===== config.mk =====
export PLATFORM = sky130hd
export DESIGN_NAME = word_tokenizer_bucket_hash_top
export DESIGN_NICKNAME = d
export VERILOG_FILES = /design/src/rtl/core/wtbh_pkg.sv /design/src/rtl/core/word_tokenizer_bucket_hash_top.sv /design/src/rtl/core/wtbh_csu.sv /design/src/rtl/core/wtbh_apb.sv
export SDC_FILE = /design/constraint.sdc
export NUM_CORES = 1
export LEC_CHECK = 0
export BUFFER_PORTS_ARGS = -buffer_cell sky130_fd_sc_hd__buf_2
export CAP_MARGIN = 20
export CORE_UTILIZATION = 40
export CTS_CLUSTER_SIZE = 14
export DETAILED_ROUTE_END_ITERATION = 10
export GPL_TIMING_DRIVEN = 0
export PLACE_DENSITY_LB_ADDON = 0.05
export SYNTH_ARGS = -nofsm -noshare
export SYNTH_HDL_FRONTEND = slang
export SYNTH_SLANG_ARGS = --single-unit

===== constraint.sdc =====
create_clock -name clk -period 7.5 [get_ports clk]
set_input_delay 0.75 -clock clk [delete_from_list [all_inputs] [get_ports clk]]
set_output_delay 0.75 -clock clk [all_outputs]
set_load 0.01 [all_outputs]

===== src/rtl/core/wtbh_pkg.sv =====
// word tokenizer bucket hash: shared types, constants and the delimiter decode
// no dependencies
`default_nettype none

package wtbh_pkg;

	localparam int unsigned REM_W   = 36;
	localparam int unsigned MAG_W   = 30;
	localparam int unsigned BKT_W   = 25;
	localparam int unsigned IDX_W   = 24;
	localparam int unsigned CNT_W   = 5;

	localparam logic [REM_W-1:0] HASH_MOD   = 36'd1000000009;
	localparam logic [BKT_W-1:0] BUCKET_MAX = 25'd16777216;
	localparam logic [CNT_W-1:0] HRED_TOP   = 5'd4;
	localparam logic [CNT_W-1:0] BRED_TOP   = 5'd29;

	localparam logic [7:0] UPPER_A  = 8'd65;
	localparam logic [7:0] UPPER_Z  = 8'd90;
	localparam logic [7:0] CASE_OFS = 8'd32;
	localparam logic signed [8:0] LOWER_A_OFS = 9'sd96;

	typedef enum logic [2:0] {
		ST_IDLE,
		ST_MAG,
		ST_HRED,
		ST_BRED,
		ST_OUT
	} state_t;

	function automatic logic is_delim(input logic [7:0] b);
		logic r;
		unique case (b)
			8'h20, 8'h2e, 8'h2c, 8'h2d, 8'h3a,
			8'h21, 8'h22, 8'h27, 8'h28, 8'h29,
			8'h3b, 8'h40, 8'h5b, 8'h5d, 8'h3f: r = 1'b1;
			default:                         r = 1'b0;
		endcase
		return r;
	endfunction

endpackage

`default_nettype wire


===== src/rtl/core/word_tokenizer_bucket_hash_top.sv =====
// word tokenizer bucket hash: a word byte goes through accept, magnitude and 5 reduce steps
// a closing delimiter goes through accept, 30 bucket remainder steps and output
// a word byte with the end mark goes through its hash steps, the 30 steps and output
// both remainders run one step a cycle through the single compare-and-subtract unit
// result sits in an output register, so the next byte is taken while it waits
// arst_n clears the sequencer, the running hash, the output valid and bucket_count to 1
`default_nettype none

module word_tokenizer_bucket_hash_top (
	input  wire logic        clk,
	input  wire logic        arst_n,
	input  wire logic        in_valid,
	output logic             in_stall,
	input  wire logic [7:0]  char_code,
	input  wire logic        end_of_sentence,
	output logic             out_valid,
	input  wire logic        out_stall,
	output logic [23:0]      bucket_index,
	input  wire logic        psel,
	input  wire logic        penable,
	input  wire logic        pwrite,
	input  wire logic [1:0]  paddr,
	input  wire logic [31:0] pwdata,
	output logic [31:0]      prdata,
	output logic             pready
);
	import wtbh_pkg::*;

	state_t state_q, state_d;

	logic [BKT_W-1:0]   divisor;
	logic               word_open_q, word_open_d;
	logic               hneg_q, hneg_d;
	logic [MAG_W-1:0]   hmag_q, hmag_d;
	logic               neg_q, neg_d;
	logic               eos_q, eos_d;
	logic [CNT_W-1:0]   cnt_q, cnt_d;
	logic [REM_W-1:0]   rem_q, rem_d;
	logic signed [36:0] v_q, v_d;
	logic               out_valid_q, out_valid_d;
	logic [IDX_W-1:0]   bucket_q, bucket_d;

	logic [REM_W-1:0]   csu_a, csu_b, csu_diff;
	logic               csu_ge;
	logic               accept, slot_free;
	logic [7:0]         lc;
	logic signed [8:0]  digit;
	logic [34:0]        prod;
	logic signed [36:0] prod_s, digit_s;
	logic [REM_W-1:0]   rem_step;
	logic [25:0]        shifted;

	wtbh_apb u_apb (
		.clk     (clk),
		.arst_n  (arst_n),
		.psel    (psel),
		.penable (penable),
		.pwrite  (pwrite),
		.paddr   (paddr),
		.pwdata  (pwdata),
		.prdata  (prdata),
		.pready  (pready),
		.divisor (divisor)
	);

	wtbh_csu u_csu (
		.a    (csu_a),
		.b    (csu_b),
		.ge   (csu_ge),
		.diff (csu_diff)
	);

	assign in_stall     = (state_q != ST_IDLE);
	assign accept       = in_valid && !in_stall;
	assign out_valid    = out_valid_q;
	assign bucket_index = bucket_q;
	assign slot_free    = !out_valid_q || !out_stall;

	// lowercase, read as signed char, offset by 'a' - 1
	assign lc      = (char_code >= UPPER_A && char_code <= UPPER_Z) ? char_code + CASE_OFS
	                                                                : char_code;
	assign digit   = $signed({lc[7], lc}) - LOWER_A_OFS;
	assign prod    = {hmag_q, 5'd0} - {5'd0, hmag_q};
	assign prod_s  = $signed({2'b00, prod});
	assign digit_s = 37'(digit);

	// restoring step for the bucket remainder brings in one hash bit
	assign shifted = {rem_q[24:0], hmag_q[cnt_q]};

	always_comb begin
		csu_a = rem_q;
		csu_b = HASH_MOD << cnt_q[2:0];
		if (state_q == ST_BRED) begin
			csu_a = REM_W'(shifted);
			csu_b = REM_W'(divisor);
		end
	end

	assign rem_step = csu_ge ? csu_diff : csu_a;

	always_comb begin
		state_d     = state_q;
		word_open_d = word_open_q;
		hneg_d      = hneg_q;
		hmag_d      = hmag_q;
		neg_d       = neg_q;
		eos_d       = eos_q;
		cnt_d       = cnt_q;
		rem_d       = rem_q;
		v_d         = v_q;
		out_valid_d = out_valid_q && out_stall;
		bucket_d    = bucket_q;
		unique case (state_q)
			ST_IDLE: begin
				if (accept) begin
					eos_d = end_of_sentence;
					if (is_delim(char_code)) begin
						if (word_open_q) begin
							state_d = ST_BRED;
							rem_d   = '0;
							cnt_d   = BRED_TOP;
						end
					end else begin
						v_d     = hneg_q ? digit_s - prod_s : prod_s + digit_s;
						state_d = ST_MAG;
					end
				end
			end
			ST_MAG: begin
				neg_d   = v_q[36];
				rem_d   = v_q[36] ? REM_W'(-v_q) : v_q[REM_W-1:0];
				cnt_d   = HRED_TOP;
				state_d = ST_HRED;
			end
			ST_HRED: begin
				rem_d = rem_step;
				if (cnt_q == '0) begin
					hmag_d      = rem_step[MAG_W-1:0];
					hneg_d      = neg_q;
					word_open_d = 1'b1;
					if (eos_q) begin
						state_d = ST_BRED;
						rem_d   = '0;
						cnt_d   = BRED_TOP;
					end else begin
						state_d = ST_IDLE;
					end
				end else begin
					cnt_d = cnt_q - 1'b1;
				end
			end
			ST_BRED: begin
				rem_d = rem_step;
				if (cnt_q == '0) begin
					word_open_d = 1'b0;
					hneg_d      = 1'b0;
					hmag_d      = '0;
					state_d     = ST_OUT;
				end else begin
					cnt_d = cnt_q - 1'b1;
				end
			end
			ST_OUT: begin
				if (slot_free) begin
					out_valid_d = 1'b1;
					bucket_d    = rem_q[IDX_W-1:0];
					state_d     = ST_IDLE;
				end
			end
			default: begin
				state_d = ST_IDLE;
			end
		endcase
	end

	always_ff @(posedge clk or negedge arst_n) begin
		if (!arst_n) begin
			state_q     <= ST_IDLE;
			word_open_q <= 1'b0;
			hneg_q      <= 1'b0;
			hmag_q      <= '0;
			out_valid_q <= 1'b0;
		end else begin
			state_q     <= state_d;
			word_open_q <= word_open_d;
			hneg_q      <= hneg_d;
			hmag_q      <= hmag_d;
			out_valid_q <= out_valid_d;
		end
	end

	always_ff @(posedge clk) begin
		neg_q    <= neg_d;
		eos_q    <= eos_d;
		cnt_q    <= cnt_d;
		rem_q    <= rem_d;
		v_q      <= v_d;
		bucket_q <= bucket_d;
	end

	// running hash stays below the prime modulus
	a_hash_range: assert property (@(posedge clk) disable iff (!arst_n)
		REM_W'(hmag_q) < HASH_MOD)
		else $error("running hash out of range");

	// a closed word leaves a cleared hash
	a_closed_clear: assert property (@(posedge clk) disable iff (!arst_n)
		!word_open_q |-> (hmag_q == '0 && !hneg_q))
		else $error("hash not cleared on closed word");

	// bucket remainder is below the divisor in the output state
	a_bucket_range: assert property (@(posedge clk) disable iff (!arst_n)
		state_q == ST_OUT |-> rem_q < REM_W'(divisor))
		else $error("bucket index not below bucket count");

	// a result is loaded only from the output state
	a_out_load: assert property (@(posedge clk) disable iff (!arst_n)
		$rose(out_valid_q) |-> $past(state_q) == ST_OUT)
		else $error("result loaded outside output state");

endmodule

`default_nettype wire


===== src/rtl/core/wtbh_csu.sv =====
// shared compare-and-subtract unit used by both remainder loops
// depends on wtbh_pkg
`default_nettype none

module wtbh_csu (
	input  wire logic [wtbh_pkg::REM_W-1:0] a,
	input  wire logic [wtbh_pkg::REM_W-1:0] b,
	output logic                            ge,
	output logic [wtbh_pkg::REM_W-1:0]      diff
);
	import wtbh_pkg::*;

	logic [REM_W:0] sub;

	assign sub  = {1'b0, a} - {1'b0, b};
	assign ge   = ~sub[REM_W];
	assign diff = sub[REM_W-1:0];

endmodule

`default_nettype wire


===== src/rtl/core/wtbh_apb.sv =====
// apb register slave holding the bucket count, with its clamped divisor
// depends on wtbh_pkg
`default_nettype none

module wtbh_apb (
	input  wire logic                       clk,
	input  wire logic                       arst_n,
	input  wire logic                       psel,
	input  wire logic                       penable,
	input  wire logic                       pwrite,
	input  wire logic [1:0]                 paddr,
	input  wire logic [31:0]                pwdata,
	output logic [31:0]                     prdata,
	output logic                            pready,
	output logic [wtbh_pkg::BKT_W-1:0]      divisor
);
	import wtbh_pkg::*;

	logic [BKT_W-1:0] bucket_count_q;

	assign pready = 1'b1;

	always_ff @(posedge clk or negedge arst_n) begin
		if (!arst_n) begin
			bucket_count_q <= BKT_W'(1);
		end else if (psel && penable && pwrite && pready && paddr == 2'd0) begin
			bucket_count_q <= pwdata[BKT_W-1:0];
		end
	end

	assign prdata = (paddr == 2'd0) ? {7'd0, bucket_count_q} : 32'd0;

	// zero counts as one bucket, large counts clamp to the index range
	always_comb begin
		priority if (bucket_count_q == '0) begin
			divisor = BKT_W'(1);
		end else if (bucket_count_q > BUCKET_MAX) begin
			divisor = BUCKET_MAX;
		end else begin
			divisor = bucket_count_q;
		end
	end

endmodule

`default_nettype wire

# Word-level counts from Yosys, hierarchy flattened
# Cells that the tools add are included.
[totals] ff_bits=165 inputBits=50 output_inout_bits=59
[op_classes] addsub=8 n_lt_le_gt_ge=4 eq_ne=28 shifts=1 mux=45 bitwise_logic=1 n_reduce_logical=25
[op_table] cell="2-to-1 mux 36 bit" n=9
[op_table] cell="one-hot mux 36 bit (4 select lines)" n=1
[op_table] cell="== test 8 x 6 -> 1 bit (second input constant)" n=12
[op_table] cell="2-to-1 mux 25 bit" n=3
[op_table] cell="2-to-1 mux 30 bit" n=2
[op_table] cell="one-hot mux 30 bit (2 select lines)" n=1
[op_table] cell="adder 36 x 9 -> 37 bit" n=1
[op_table] cell="2-to-1 mux 37 bit" n=1
[op_table] cell="subtractor 36 x 36 -> 37 bit" n=1
[op_table] cell="subtractor 9 x 36 -> 37 bit" n=1
[op_table] cell="negation 36 bit" n=1
[op_table] cell="left shift 30 x 3 -> 36 bit (first input constant)" n=1
[op_table] cell="subtractor 35 x 30 -> 35 bit" n=1
[op_table] cell="2-to-1 mux 5 bit" n=6
[op_table] cell="> comparator 25 bit (second input constant)" n=1
[op_table] cell="logical NOT 25 bit" n=1
[op_table] cell="== test 8 x 7 -> 1 bit (second input constant)" n=3
[op_table] cell="one-hot mux 5 bit (4 select lines)" n=1
[op_table] cell="2-to-1 mux 3 bit" n=6
[op_table] cell="one-hot mux 3 bit (5 select lines)" n=1
[op_table] cell="OR reduction 15 bit" n=1
[op_table] cell="inequality test 2 bit (second input constant)" n=6
[op_table] cell="2-to-1 mux 1 bit" n=9
[op_table] cell="subtractor 8 x 8 -> 9 bit (second input constant)" n=1
[op_table] cell="other kinds (29)" n=41

# Logic depth before layout (Yosys ltp)
# Gate-level depths: netlist (run 1).
[logic_depth] ltp_word=9 ltp_mapped=25 mapped_depth_nobuf=24

# Modules after synthesis
# Synthesis (run 1) repeated with hierarchy kept, for this count alone.
[unflattened] hier_cells=1817 area_unflattened_um2=15701.3
[modules_own_cells] mod="word_tokenizer_bucket_hash_top" instances=1 cells_each=1340 area_each_um2=11961.5 seq_area_each_um2=4023.9
[modules_own_cells] mod="wtbh_csu" instances=1 cells_each=348 area_each_um2=2314.7 seq_area_each_um2=0.0
[modules_own_cells] mod="wtbh_apb" instances=1 cells_each=129 area_each_um2=1425.1 seq_area_each_um2=626.9

# Least setup slack after synthesis (run 1)
# No wires, ideal clock.
[synth_timing] path_kind="input-to-reg" start="input port char_code[4]" end="register v_q[35], data pin" setup_time_ns=0.260 arrival_time_ns=5.299 required_ns=7.240 path_slack_ns=1.940 stages=17 n_path_buf=0 path_cell_list="or4_1 > nor2_1 > nor4_1 > a21boi_0 > nand3_1 > ha_1 > a21o_1 > a21o_1 > a211oi_1 > o21bai_1 > a21o_1 > a21oi_1 > nand3_1 > o311a_1 > o41ai_1 > mux2i_1 > nand2_1"
[synth_via] elab_chain_cells=6 elab_cells_between_ends=9 cone_classes="add/sub: 4; order compare: 2; mux: 2; reduce/logical: 1"
[synth_rtl] item="start: declaration" line_no="word_tokenizer_bucket_hash_top.sv:14" rtl="input wire logic [7:0] char_code,"
[synth_rtl] item=">= comparator 8 x 7 -> 1 bit / <= comparator 8 x 7 -> 1 bit (equally long branches)" line_no="word_tokenizer_bucket_hash_top.sv:80" rtl="assign lc = (char_code >= UPPER_A && char_code <= UPPER_Z) ? char_code + CASE_OFS"
[synth_rtl] item="logical AND 1 bit" line_no="word_tokenizer_bucket_hash_top.sv:80"
[synth_rtl] item="2-to-1 mux 8 bit *" line_no="word_tokenizer_bucket_hash_top.sv:80"
[synth_rtl] item="subtractor 8 x 8 -> 9 bit *" line_no="word_tokenizer_bucket_hash_top.sv:82" rtl="assign digit = $signed({lc[7], lc}) - LOWER_A_OFS;"
[synth_rtl] item="adder 36 x 9 -> 37 bit / subtractor 9 x 36 -> 37 bit (equally long branches)" line_no="word_tokenizer_bucket_hash_top.sv:124" rtl="v_d = hneg_q ? digit_s - prod_s : prod_s + digit_s;"
[synth_rtl] item="2-to-1 mux 37 bit *" line_no="word_tokenizer_bucket_hash_top.sv:124"
[synth_rtl] item="end signal: assignment" line_no="word_tokenizer_bucket_hash_top.sv:197" rtl="v_q <= v_d;"
[synth_rtl] item="end: declaration" line_no="word_tokenizer_bucket_hash_top.sv:39" rtl="logic signed [36:0] v_q, v_d;"
# Every way passes the cells marked *; elsewhere a longest branch is shown, timed or not.
# A chain may end at the register's enable or synchronous reset.

# Worst setup path in the final report (run 1)
[layout_timing] start="register state_q[2]" end="register rem_q[14], data pin"
[layout_via] elab_chain_cells=7 elab_cells_between_ends=11 cone_classes="add/sub: 1; eq/ne: 3; mux: 6; reduce/logical: 1"
[layout_rtl] item="start: declaration" line_no="word_tokenizer_bucket_hash_top.sv:29" rtl="state_t state_q, state_d;"
[layout_rtl] item="start signal: assignment" line_no="word_tokenizer_bucket_hash_top.sv:184" rtl="state_q <= state_d;"
[layout_rtl] item="== test 3 x 2 -> 1 bit" line_no="word_tokenizer_bucket_hash_top.sv:93, word_tokenizer_bucket_hash_top.sv:113"
[layout_rtl] item="2-to-1 mux 36 bit" line_no="word_tokenizer_bucket_hash_top.sv:93" rtl="if (state_q == ST_BRED) begin"
[layout_rtl] item="subtractor 36 x 36 -> 37 bit" line_no="wtbh_csu.sv:15" rtl="assign sub = {1'b0, a} - {1'b0, b};"
[layout_rtl] item="2-to-1 mux 36 bit" line_no="word_tokenizer_bucket_hash_top.sv:99" rtl="assign rem_step = csu_ge ? csu_diff : csu_a;"
[layout_rtl] item="2-to-1 mux 36 bit" line_no="word_tokenizer_bucket_hash_top.sv:141" rtl="if (eos_q) begin"
[layout_rtl] item="2-to-1 mux 36 bit" line_no="word_tokenizer_bucket_hash_top.sv:137" rtl="if (cnt_q == '0) begin"
[layout_rtl] item="one-hot mux 36 bit (4 select lines) *" line_no="word_tokenizer_bucket_hash_top.sv:113" rtl="unique case (state_q)"
[layout_rtl] item="named net rem_d[14]" line_no="word_tokenizer_bucket_hash_top.sv:38" rtl="logic [REM_W-1:0] rem_q, rem_d;"
[layout_rtl] item="end signal: assignment" line_no="word_tokenizer_bucket_hash_top.sv:196" rtl="rem_q <= rem_d;"
[layout_rtl] item="end: declaration" line_no="word_tokenizer_bucket_hash_top.sv:38"
# The timed path passes the listed nets; every way through them passes the cells marked *.

==> flow_metrics.tcl, run 1 <==
set metrics [dict create \
    run_status "complete, no violations" \
    final.fill_count 3695 \
    cp.required_ns 7.67 \
    worst-path-max-fanout 10 \
    proportion_of_synthesized_flip_flops_having_asynchronous_set_or_reset_pct 37.0 \
    final_antenna_net_count 0 \
    die_height_um 196 \
    detailedPlacementHpwl_mm 39.8 \
    nets 2006 \
    avgRoutedWirePerCell_um 21.1 \
    slew_viol_final 0 \
    globalRoute.totalOverflow 0 \
    top_cell_type_s_share_of_synthesized_area_pct 20.8 \
    ctsRootBufferMaster "sky130_fd_sc_hd__clkbuf_16" \
    postSynthCellCount 1714 \
    layout_commonest_cell "sky130_fd_sc_hd__a21oi_1" \
    place.gp.congestion 0.901 \
    placement.cell_area_mm2 0.0162 \
    synth_seq_cells 165 \
    worst_case_clock_buffer_depth 2 \
    diodes 0 \
    fp.dieArea_mm2 0.0384 \
    die_width_um 196 \
    end_kind "register" \
    htree_levels 4 \
    drive_above_1_share_pct 12.3 \
    worst-endpoint-arrival_ns 7.09 \
    via_cell_ratio 5.76 \
    core_area_mm2 0.0368 \
    grt_first_pass_wirelength_mm 76.1 \
    fin_crit_ns 6.93 \
    dr.first_iter.drc_count 949 \
    clk_pin_slew_ns 0.07 \
    post-synth-top-area-cell "sky130_fd_sc_hd__edfxtp_1" \
    grt_antenna_before_repair 0 \
    post_cts.resized_instances 0 \
    mappedNetlistArea_mm2 0.0150 \
    vias_in_the_first_global_route 13000 \
    synth_top_flop_cell "sky130_fd_sc_hd__edfxtp_1" \
    num_io_pins 109 \
    post_cts_buffers 0 \
    fin_skew_ns 0.0142 \
    placedCellCount 2287 \
    netlist-cell-type-count 99 \
    leading_cell_types_in_the_layout_fill_and_taps_excluded "155 x sky130_fd_sc_hd__a21oi_1, 148 x sky130_fd_sc_hd__nand2_1, 116 x sky130_fd_sc_hd__ha_1" \
    tritoncts "built" \
    worst_setup_path_start_kind "register" \
    max_clock_freq_mhz 144 \
    num_vias 13400 \
    worstSkewPairLatency_ns 0.45 \
    grt_use_total_pct 25.9 \
    report.final.hold_viol_count 0 \
    period_share_pct 92.4 \
    initial_core_utilization_pct 40.9 \
    yosysWarningCount 0 \
    grt_max_degree 62 \
    avgSynthCellArea_um2 8.78 \
    clock-sinks 165 \
    number_of_synthesized_flops_with_an_enable_pin 104 \
    setup_viol_count_final 0 \
    grt_setup_unrepaired "false" \
    route.detailed.drc 0 \
    slew_headroom_pct 33.4 \
    cts_hold_repair.buffers 0 \
    floorplan.rows 70 \
    numCtsBuffers 17 \
    hp-class "input port to async pin" \
    setup-tns-final_ns 0 \
    io_buffers 93 \
    timing_worst_slew_pin_value_ns 0.990 \
    area.growth.synth_to_final_pct 11.5 \
    synth_seq_area_share_pct 30.9 \
    synth.top_cells.by_area "sky130_fd_sc_hd__edfxtp_1 21%, sky130_fd_sc_hd__dfrtp_1 10%, sky130_fd_sc_hd__ha_1 9.6%, sky130_fd_sc_hd__a21oi_1 5.2%, sky130_fd_sc_hd__xnor2_1 4.5%" \
    setup.worst_path.class "register to register" \
    max-cap-violations 0 \
    drt_first_pass_iters 7 \
    drt-total-wl_mm 49.0 \
    stdcell_area_mm2 0.0168 \
    finalNonFillerCells 2319 \
]
-- cells by family (layout without fill, tap and decap cells) --
logic type      count (synthesis)  count (layout)  synth area share (%)
fa+ha+maj                     118             118                  9.92
simple gates                  523             523                  18.1
compound gates                538             538                  23.2
mux                            61              61                  4.85
buf+inv                       159             290                  4.32
xor+xnor                      148             148                  8.67
other cells                     2               8                0.0499
flops                         165             165                  30.9
-- critical path: stages (launching register included) --
cell and delay, ns:
sky130_fd_sc_hd__dfrtp_1 0.37, sky130_fd_sc_hd__clkbuf_1 0.22, sky130_fd_sc_hd__nor2_1 0.30, sky130_fd_sc_hd__and2_1 0.17
sky130_fd_sc_hd__clkbuf_1 0.51, sky130_fd_sc_hd__buf_1 0.66, sky130_fd_sc_hd__clkbuf_1 0.45, sky130_fd_sc_hd__a2bb2oi_1 0.47
sky130_fd_sc_hd__ha_1 0.18, sky130_fd_sc_hd__clkbuf_1 0.29, sky130_fd_sc_hd__o21a_1 0.19, sky130_fd_sc_hd__o211ai_1 0.10
sky130_fd_sc_hd__or3_1 0.41, sky130_fd_sc_hd__nor2_1 0.17, sky130_fd_sc_hd__a21oi_1 0.17, sky130_fd_sc_hd__o2111ai_1 0.34
sky130_fd_sc_hd__a41o_1 0.21, sky130_fd_sc_hd__clkbuf_1 0.48, sky130_fd_sc_hd__buf_2 0.39, sky130_fd_sc_hd__nor2_1 0.07
sky130_fd_sc_hd__a21oi_1 0.33, sky130_fd_sc_hd__o22ai_1 0.17
-- registers in the layout, summed over array words and instances (netlist names) --
name	flops
out_valid	1
hneg_q	1
neg_q	1
eos_q	1
hmag_q	30
v_q	37
state_q	3
u_apb.bucket_count_q	25
cnt_q	5
bucket_index	24
rem_q	36
word_open_q	1
-- metal layers --
metal	track usage [%]	vias up	part of all wire, %
met5	0	-	0
met4	9.92	0	3.3
met3	2.39	52	3.6
met2	43.4	368	47
met1	34.4	6369	47
li1	-	6568	-
-- synthesized netlist by cell type, types with 8 or more instances --
master	n
sky130_fd_sc_hd__a211oi_1	15
sky130_fd_sc_hd__a21boi_0	8
sky130_fd_sc_hd__a21o_1	58
sky130_fd_sc_hd__a21oi_1	157
sky130_fd_sc_hd__a22oi_1	8
sky130_fd_sc_hd__a31oi_1	16
sky130_fd_sc_hd__and2_1	45
sky130_fd_sc_hd__and3_1	19
sky130_fd_sc_hd__buf_2	9
sky130_fd_sc_hd__buf_4	9
sky130_fd_sc_hd__clkbuf_1	55
sky130_fd_sc_hd__dfrtp_1	60
sky130_fd_sc_hd__edfxtp_1	104
sky130_fd_sc_hd__ha_1	116
sky130_fd_sc_hd__inv_1	80
sky130_fd_sc_hd__mux2_2	25
sky130_fd_sc_hd__mux2i_1	29
sky130_fd_sc_hd__nand2_1	148
sky130_fd_sc_hd__nand2b_1	20
sky130_fd_sc_hd__nand3_1	28
sky130_fd_sc_hd__nand4_1	17
sky130_fd_sc_hd__nor2_1	110
sky130_fd_sc_hd__nor2b_1	25
sky130_fd_sc_hd__nor3_1	34
sky130_fd_sc_hd__nor4_1	15
sky130_fd_sc_hd__o211ai_1	9
sky130_fd_sc_hd__o21a_1	13
sky130_fd_sc_hd__o21ai_0	100
sky130_fd_sc_hd__o21bai_1	20
sky130_fd_sc_hd__o22ai_1	53
sky130_fd_sc_hd__o31ai_1	11
sky130_fd_sc_hd__or2_2	8
sky130_fd_sc_hd__or3_1	18
sky130_fd_sc_hd__xnor2_1	78
sky130_fd_sc_hd__xor2_1	69
-- path summary, 6_finish.rpt --
check,startpoint,end,slack [ns],cells past startpoint
worst min register to register,v_q[36],neg_q,0.46,0
max in group asynchronous,arst_n,hmag_q[25],6.53,1
worst max-delay path,state_q[2],rem_q[14],0.57,21
min in group clk,v_q[36],neg_q,0.46,0
worst min-delay path,arst_n,out_valid,0.41,1
worst max register to register,state_q[2],rem_q[14],0.57,21
-- stage by stage --
stage / setup WS (ns) / util, % / hold slack, ns
4_1_cts: 0.733 / 45.6 / 0.431
3_3_place_gp: 0.206 / 43.8 / 0.446
2_1_floorplan: 1.94 / - / 0.424
5_1_grt: 0.274 / 45.6 / 0.462
3_5_place_dp: 0.781 / 44.1 / 0.450
6_report: 0.570 / 45.6 / 0.410
-- final cells by class --
cell class | count | area, um2 | area share, %
Sequential cell | 165 | 4650 | 27.7
Timing Repair Buffer | 99 | 552 | 3.29
Inverter | 80 | 300 | 1.79
Clock inverter | 13 | 109 | 0.649
Multi-Input combinational cell | 1396 | 9790 | 58.4
Buffer | 79 | 349 | 2.08
Tap cell | 468 | 586 | 3.49
Clock buffer | 19 | 433 | 2.58
Power of run 1 is not shown: default switching activity piles up to over one toggle a cycle in this logic, so the estimate is an artifact.
==> run 2, diff against run 1 <==
- CORE_UTILIZATION: 40 -> 35
==> run 2 against run 1 <==
Compared with the run above:
- first-iteration DRC count shrank 13%
- die area increased by 14%
- register-to-register slack got worse by 0.22 ns
- critical path type unchanged
- final area increased by 0.64%
==> flow_metrics.tcl, run 2 (same netlist as run 1, synthesis figures left out) <==
set metrics [dict create \
    run_status "complete, no violations" \
    top_regs "v_q: 37 flops, rem_q: 36 flops, hmag_q: 30 flops" \
    finalNonFillerCells 2389 \
    grt_use_total_pct 23.5 \
    place.gp.congestion 0.905 \
    clock-sinks 165 \
    vias_in_the_first_global_route 13000 \
    hp-class "input port to async pin" \
    rr_startpoint "state_q[2]" \
    cts_hold_repair.buffers 0 \
    route.detailed.drc 0 \
    layout_commonest_cell "sky130_fd_sc_hd__a21oi_1" \
    die_width_um 209 \
    worst_setup_path_start_kind "register" \
    clk_pin_slew_ns 0.07 \
    period_share_pct 95.3 \
    io_buffers 93 \
    area.growth.synth_to_final_pct 12.2 \
    floorplan.rows 75 \
    slew_viol_final 0 \
    fp.dieArea_mm2 0.0438 \
    post_cts_buffers 0 \
    report.final.hold_viol_count 0 \
    htree_levels 4 \
    fin_skew_ns 0.0107 \
    placedCellCount 2357 \
    finish.utilization_pct 40.1 \
    grt_first_pass_wirelength_mm 78.0 \
    nets 2005 \
    num_vias 13300 \
    slew_headroom_pct 34.8 \
    drt_first_pass_iters 5 \
    via_cell_ratio 5.55 \
    dr.first_iter.drc_count 827 \
    max_clock_freq_mhz 140 \
    max-cap-violations 0 \
    numCtsBuffers 17 \
    worst-path-max-fanout 10 \
    ctsRootBufferMaster "sky130_fd_sc_hd__clkbuf_16" \
    worst-endpoint-arrival_ns 7.30 \
    num_io_pins 109 \
    hold_slack_ns 0.403 \
    drive_above_1_share_pct 12.4 \
    grt_antenna_before_repair 0 \
    timing_worst_slew_pin_value_ns 0.969 \
    worst_case_clock_buffer_depth 2 \
    worst_r2r_endpoint "rem_q[4]" \
    initial_core_utilization_pct 35.7 \
    final_antenna_net_count 0 \
    reg2regPathDepth 20 \
    largest_reg_flops 37 \
    diodes 0 \
    regToRegSetupSlack_ns 0.35 \
    globalRoute.totalOverflow 0 \
    setup_viol_count_final 0 \
    grt_max_degree 62 \
    end_kind "register" \
    core_area_mm2 0.0421 \
    worstSkewPairLatency_ns 0.46 \
    drt-total-wl_mm 51.3 \
    avgRoutedWirePerCell_um 21.5 \
    largest_register "v_q" \
    fin_crit_ns 7.15 \
    tritoncts "built" \
    detailedPlacementHpwl_mm 42.1 \
    cp.required_ns 7.66 \
    setup.worst_path.class "register to register" \
    grt_setup_unrepaired "false" \
    die_height_um 209 \
    leading_cell_types_in_the_layout_fill_and_taps_excluded "155 x sky130_fd_sc_hd__a21oi_1, 148 x sky130_fd_sc_hd__nand2_1, 116 x sky130_fd_sc_hd__ha_1" \
]
run 2: what timing repair did:
action,4_1_cts,5_1_grt
endpoints found under the setup margin,2,1
pin swaps,0,0
gates resized for setup,1,2
run 2: area by class of cell:
| class | instances | area [um2] |
|---|---|---|
| inverter | 80 | 300 |
| sequential | 165 | 4650 |
| clock buffer | 19 | 433 |
| clock inverter | 13 | 134 |
| buffer | 79 | 350 |
| fill | 4313 | 25300 |
| multi-input combinational | 1396 | 9800 |
| timing repair buffer | 98 | 537 |
| tap | 539 | 674 |
run 2: worst max-delay path by stage:
| stage | startpoint | to | slack (ns) | cells after the start |
|---|---|---|---|---|
| 2_1_floorplan | char_code[4] | v_q[35] | 1.94 | 17 |
| 6_report | state_q[2] | rem_q[4] | 0.35 | 20 |
| 3_3_place_gp | state_q[1] | rem_q[12] | -0.06 | 20 |
| 5_1_grt | state_q[2] | rem_q[6] | 0.004 | 20 |
| 3_5_place_dp | state_q[2] | rem_q[12] | -0.11 | 20 |
| 4_1_cts | state_q[2] | rem_q[12] | 0.22 | 20 |
run 2: worst max-delay path: stages, from the launching register on:
cell and delay [ns]:
sky130_fd_sc_hd__dfrtp_1 0.36, sky130_fd_sc_hd__clkbuf_1 0.22, sky130_fd_sc_hd__nor2_1 0.29, sky130_fd_sc_hd__and2_1 0.17, sky130_fd_sc_hd__clkbuf_1 0.54, sky130_fd_sc_hd__clkbuf_1 0.62
sky130_fd_sc_hd__clkbuf_1 0.43, sky130_fd_sc_hd__nor2_1 0.09, sky130_fd_sc_hd__a21oi_1 0.45, sky130_fd_sc_hd__ha_1 0.37, sky130_fd_sc_hd__a21o_1 0.17, sky130_fd_sc_hd__a21oi_1 0.32
sky130_fd_sc_hd__o21ai_0 0.18, sky130_fd_sc_hd__a21o_1 0.26, sky130_fd_sc_hd__a21oi_1 0.36, sky130_fd_sc_hd__o2111ai_1 0.24, sky130_fd_sc_hd__a41o_1 0.26, sky130_fd_sc_hd__clkbuf_1 0.29
sky130_fd_sc_hd__buf_2 0.35, sky130_fd_sc_hd__o21ai_0 0.58, sky130_fd_sc_hd__o22ai_1 0.25
run 2: metal layers:
| layer | GRT usage, % | vias up | routed length (um) |
|---|---|---|---|
| li1 | - | 6553 | - |
| met5 | 0 | - | 0 |
| met1 | 31.0 | 6345 | 24300 |
| met2 | 40.0 | 302 | 23900 |
| met4 | 8.11 | 0 | 1450 |
| met3 | 2.60 | 63 | 1650 |
run 2: metrics by stage:
stage          TNS (ns)  worst slack [ns]  cell area [um2]
2_1_floorplan         0              1.94            15100
3_3_place_gp    -0.0555           -0.0555            16200
3_5_place_dp     -0.111            -0.107            16300
4_1_cts               0             0.221            16900
5_1_grt               0           0.00383            16900
6_report              0             0.354            16900
Power of run 2 is left out for the same reason.
==> run 3, diff against run 2 <==
- ABC_CLOCK_PERIOD_IN_PS: not set -> 7500
- CORE_MARGIN: not set -> 10
==> run 3 against run 2 <==
Compared with the run above:
- register-to-register slack improved by 0.11 ns
- maximum frequency grew 1.6%
- core utilization fell by 0.071 points
- critical path depth increased by 2
- non-clock buffer count is the same
- via count decreased by 1.1%
- global-route usage is 3.5 points lower
- clock skew grew 0.0024 ns
- final cell count did not move
- final area barely moved
- flip-flop and latch count did not move
- wire length up 0.66%
- highest routed layer unchanged
==> flow_metrics.tcl, run 3 (same netlist as run 1, synthesis figures left out) <==
set metrics [dict create \
    run_status "complete, no violations" \
    largest_register "v_q" \
    grt_use_total_pct 20.0 \
    detailedPlacementHpwl_mm 42.6 \
    largest_reg_flops 37 \
    route.detailed.drc 0 \
    diodes 0 \
    setup_viol_count_final 0 \
    timing.critical_path.slowest_stage_cell "sky130_fd_sc_hd__clkbuf_1" \
    timing.critical_path.cells "clkbuf_1 > nor2_1 > nand2_1 > clkbuf_1 > clkbuf_1 > clkbuf_1 > a22oi_1 > ha_1 > clkbuf_1 > nand4_1 > nor2_1 > a211oi_1 > o21ai_0 > nor2b_1 > nor2_1 > o2111ai_1 > a41o_1 > clkbuf_1 > buf_2 > nor2_1 > a21oi_1 > o22ai_1" \
    drt_first_pass_iters 5 \
    grt_first_pass_wirelength_mm 78.9 \
    clock-sinks 165 \
    rr_startpoint "state_q[2]" \
    endpoint "rem_q[10]" \
    tritoncts "built" \
    final_antenna_net_count 0 \
    nets 2005 \
    slowest_stage_delay_on_critical_path_ns 0.58 \
    path_common_cell "sky130_fd_sc_hd__clkbuf_1" \
    report.final.hold_viol_count 0 \
    cts_hold_repair.buffers 0 \
    worst-path-max-fanout 10 \
    layout_commonest_cell "sky130_fd_sc_hd__a21oi_1" \
    clk_pin_slew_ns 0.07 \
    initial_core_utilization_pct 35.6 \
    place.gp.congestion 0.909 \
    timing_worst_slew_pin_value_ns 0.963 \
    final.fill_count 4378 \
    cp.required_ns 7.68 \
    grt_max_degree 62 \
    post_cts.resized_instances 0 \
    slew_viol_final 0 \
    fin_skew_ns 0.0131 \
    register_area_mm2 0.00465 \
    avgRoutedWirePerCell_um 21.6 \
    worst_case_clock_buffer_depth 2 \
    num_io_pins 109 \
    top_regs "v_q: 37 flops, rem_q: 36 flops, hmag_q: 30 flops" \
    ctsRootBufferMaster "sky130_fd_sc_hd__clkbuf_16" \
    num_vias 13100 \
    numCtsBuffers 17 \
    grt_antenna_before_repair 0 \
    grt_setup_unrepaired "false" \
    vias_in_the_first_global_route 13000 \
    die_width_um 227 \
    slew_headroom_pct 35.2 \
    fin_crit_ns 7.03 \
    worst-endpoint-arrival_ns 7.21 \
    area.growth.synth_to_final_pct 12.2 \
    worst_setup_path_startpoint "state_q[2]" \
    end_kind "register" \
    dr.first_iter.drc_count 869 \
    die_height_um 227 \
    reg2regPathDepth 22 \
    worstSkewPairLatency_ns 0.46 \
    max-cap-violations 0 \
    globalRoute.totalOverflow 0 \
    setup.worst_path.class "register to register" \
    multi_input_comb_area_mm2 0.00980 \
    core_area_mm2 0.0422 \
    worst_r2r_endpoint "rem_q[10]" \
    via_cell_ratio 5.49 \
    max_clock_freq_mhz 142 \
    hp-class "input port to async pin" \
    drt-total-wl_mm 51.7 \
    period_share_pct 93.8 \
    floorplan.rows 75 \
    io_buffers 93 \
    htree_levels 4 \
    post_cts_buffers 0 \
    setup-tns-final_ns 0 \
    worst_setup_path_start_kind "register" \
    drive_above_1_share_pct 12.4 \
    leading_cell_types_in_the_layout_fill_and_taps_excluded "155 x sky130_fd_sc_hd__a21oi_1, 148 x sky130_fd_sc_hd__nand2_1, 116 x sky130_fd_sc_hd__ha_1" \
    regToRegSetupSlack_ns 0.47 \
    fp.dieArea_mm2 0.0517 \
]
==> run 3: cell count changes in the layout (fill, tap and decap cells not counted), sizes merged <==
cell,change
inv,+1
buf,-1
clkinv,-2
clkbuf,+3
clkinvlp,-1
==> run 3: worst min path at each step <==
stage | from | end | cells after the start
detailed placement | v_q[36] | neg_q | 0
finish | arst_n | out_valid | 1
global route | arst_n | out_valid | 1
floorplan | v_q[36] | neg_q | 0
global placement | v_q[36] | neg_q | 0
CTS | arst_n | out_valid | 1
==> run 3: per-layer routing <==
metal / global-route usage, % / vias to the layer above / share of wire (%)
met5: 0 / - / 0
met4: 6.79 / 0 / 2.5
met3: 2.38 / 52 / 4.2
met2: 33.3 / 304 / 47
met1: 26.5 / 6211 / 46
li1: - / 6552 / -
==> run 3: layout make-up <==
cell class	count	share of cell area, %
Buffer	79	2.08
Clock buffer	21	2.67
Clock inverter	11	0.756
Inverter	80	1.78
Multi-Input combinational cell	1396	58.0
Sequential cell	165	27.5
Tap cell	539	3.99
Timing Repair Buffer	98	3.16
==> run 3: through the flow <==
step                std cells  hold WS [ns]  utilization [%]  worst slack, ns  instance area, um2
detailed placement       2357         0.447             38.6           0.0952               16300
global placement         2352         0.447             38.4           0.0741               16200
CTS                      2389         0.403             40.0           0.0748               16900
floorplan                1720         0.424                -             1.94               15100
finish                   2389         0.393             40.0            0.467               16900
global route             2389         0.442             40.0         0.000902               16900
==> run 3: worst max-delay path, delay by kind of cell, from the launching register on <==
family / cells / cell delay (ns)
flops: 1 / 0.33
compound gates: 7 / 1.79
simple gates: 7 / 1.21
fa+ha+maj: 1 / 0.33
buf+inv: 7 / 3.05
Power of run 3 is left out for the same reason.
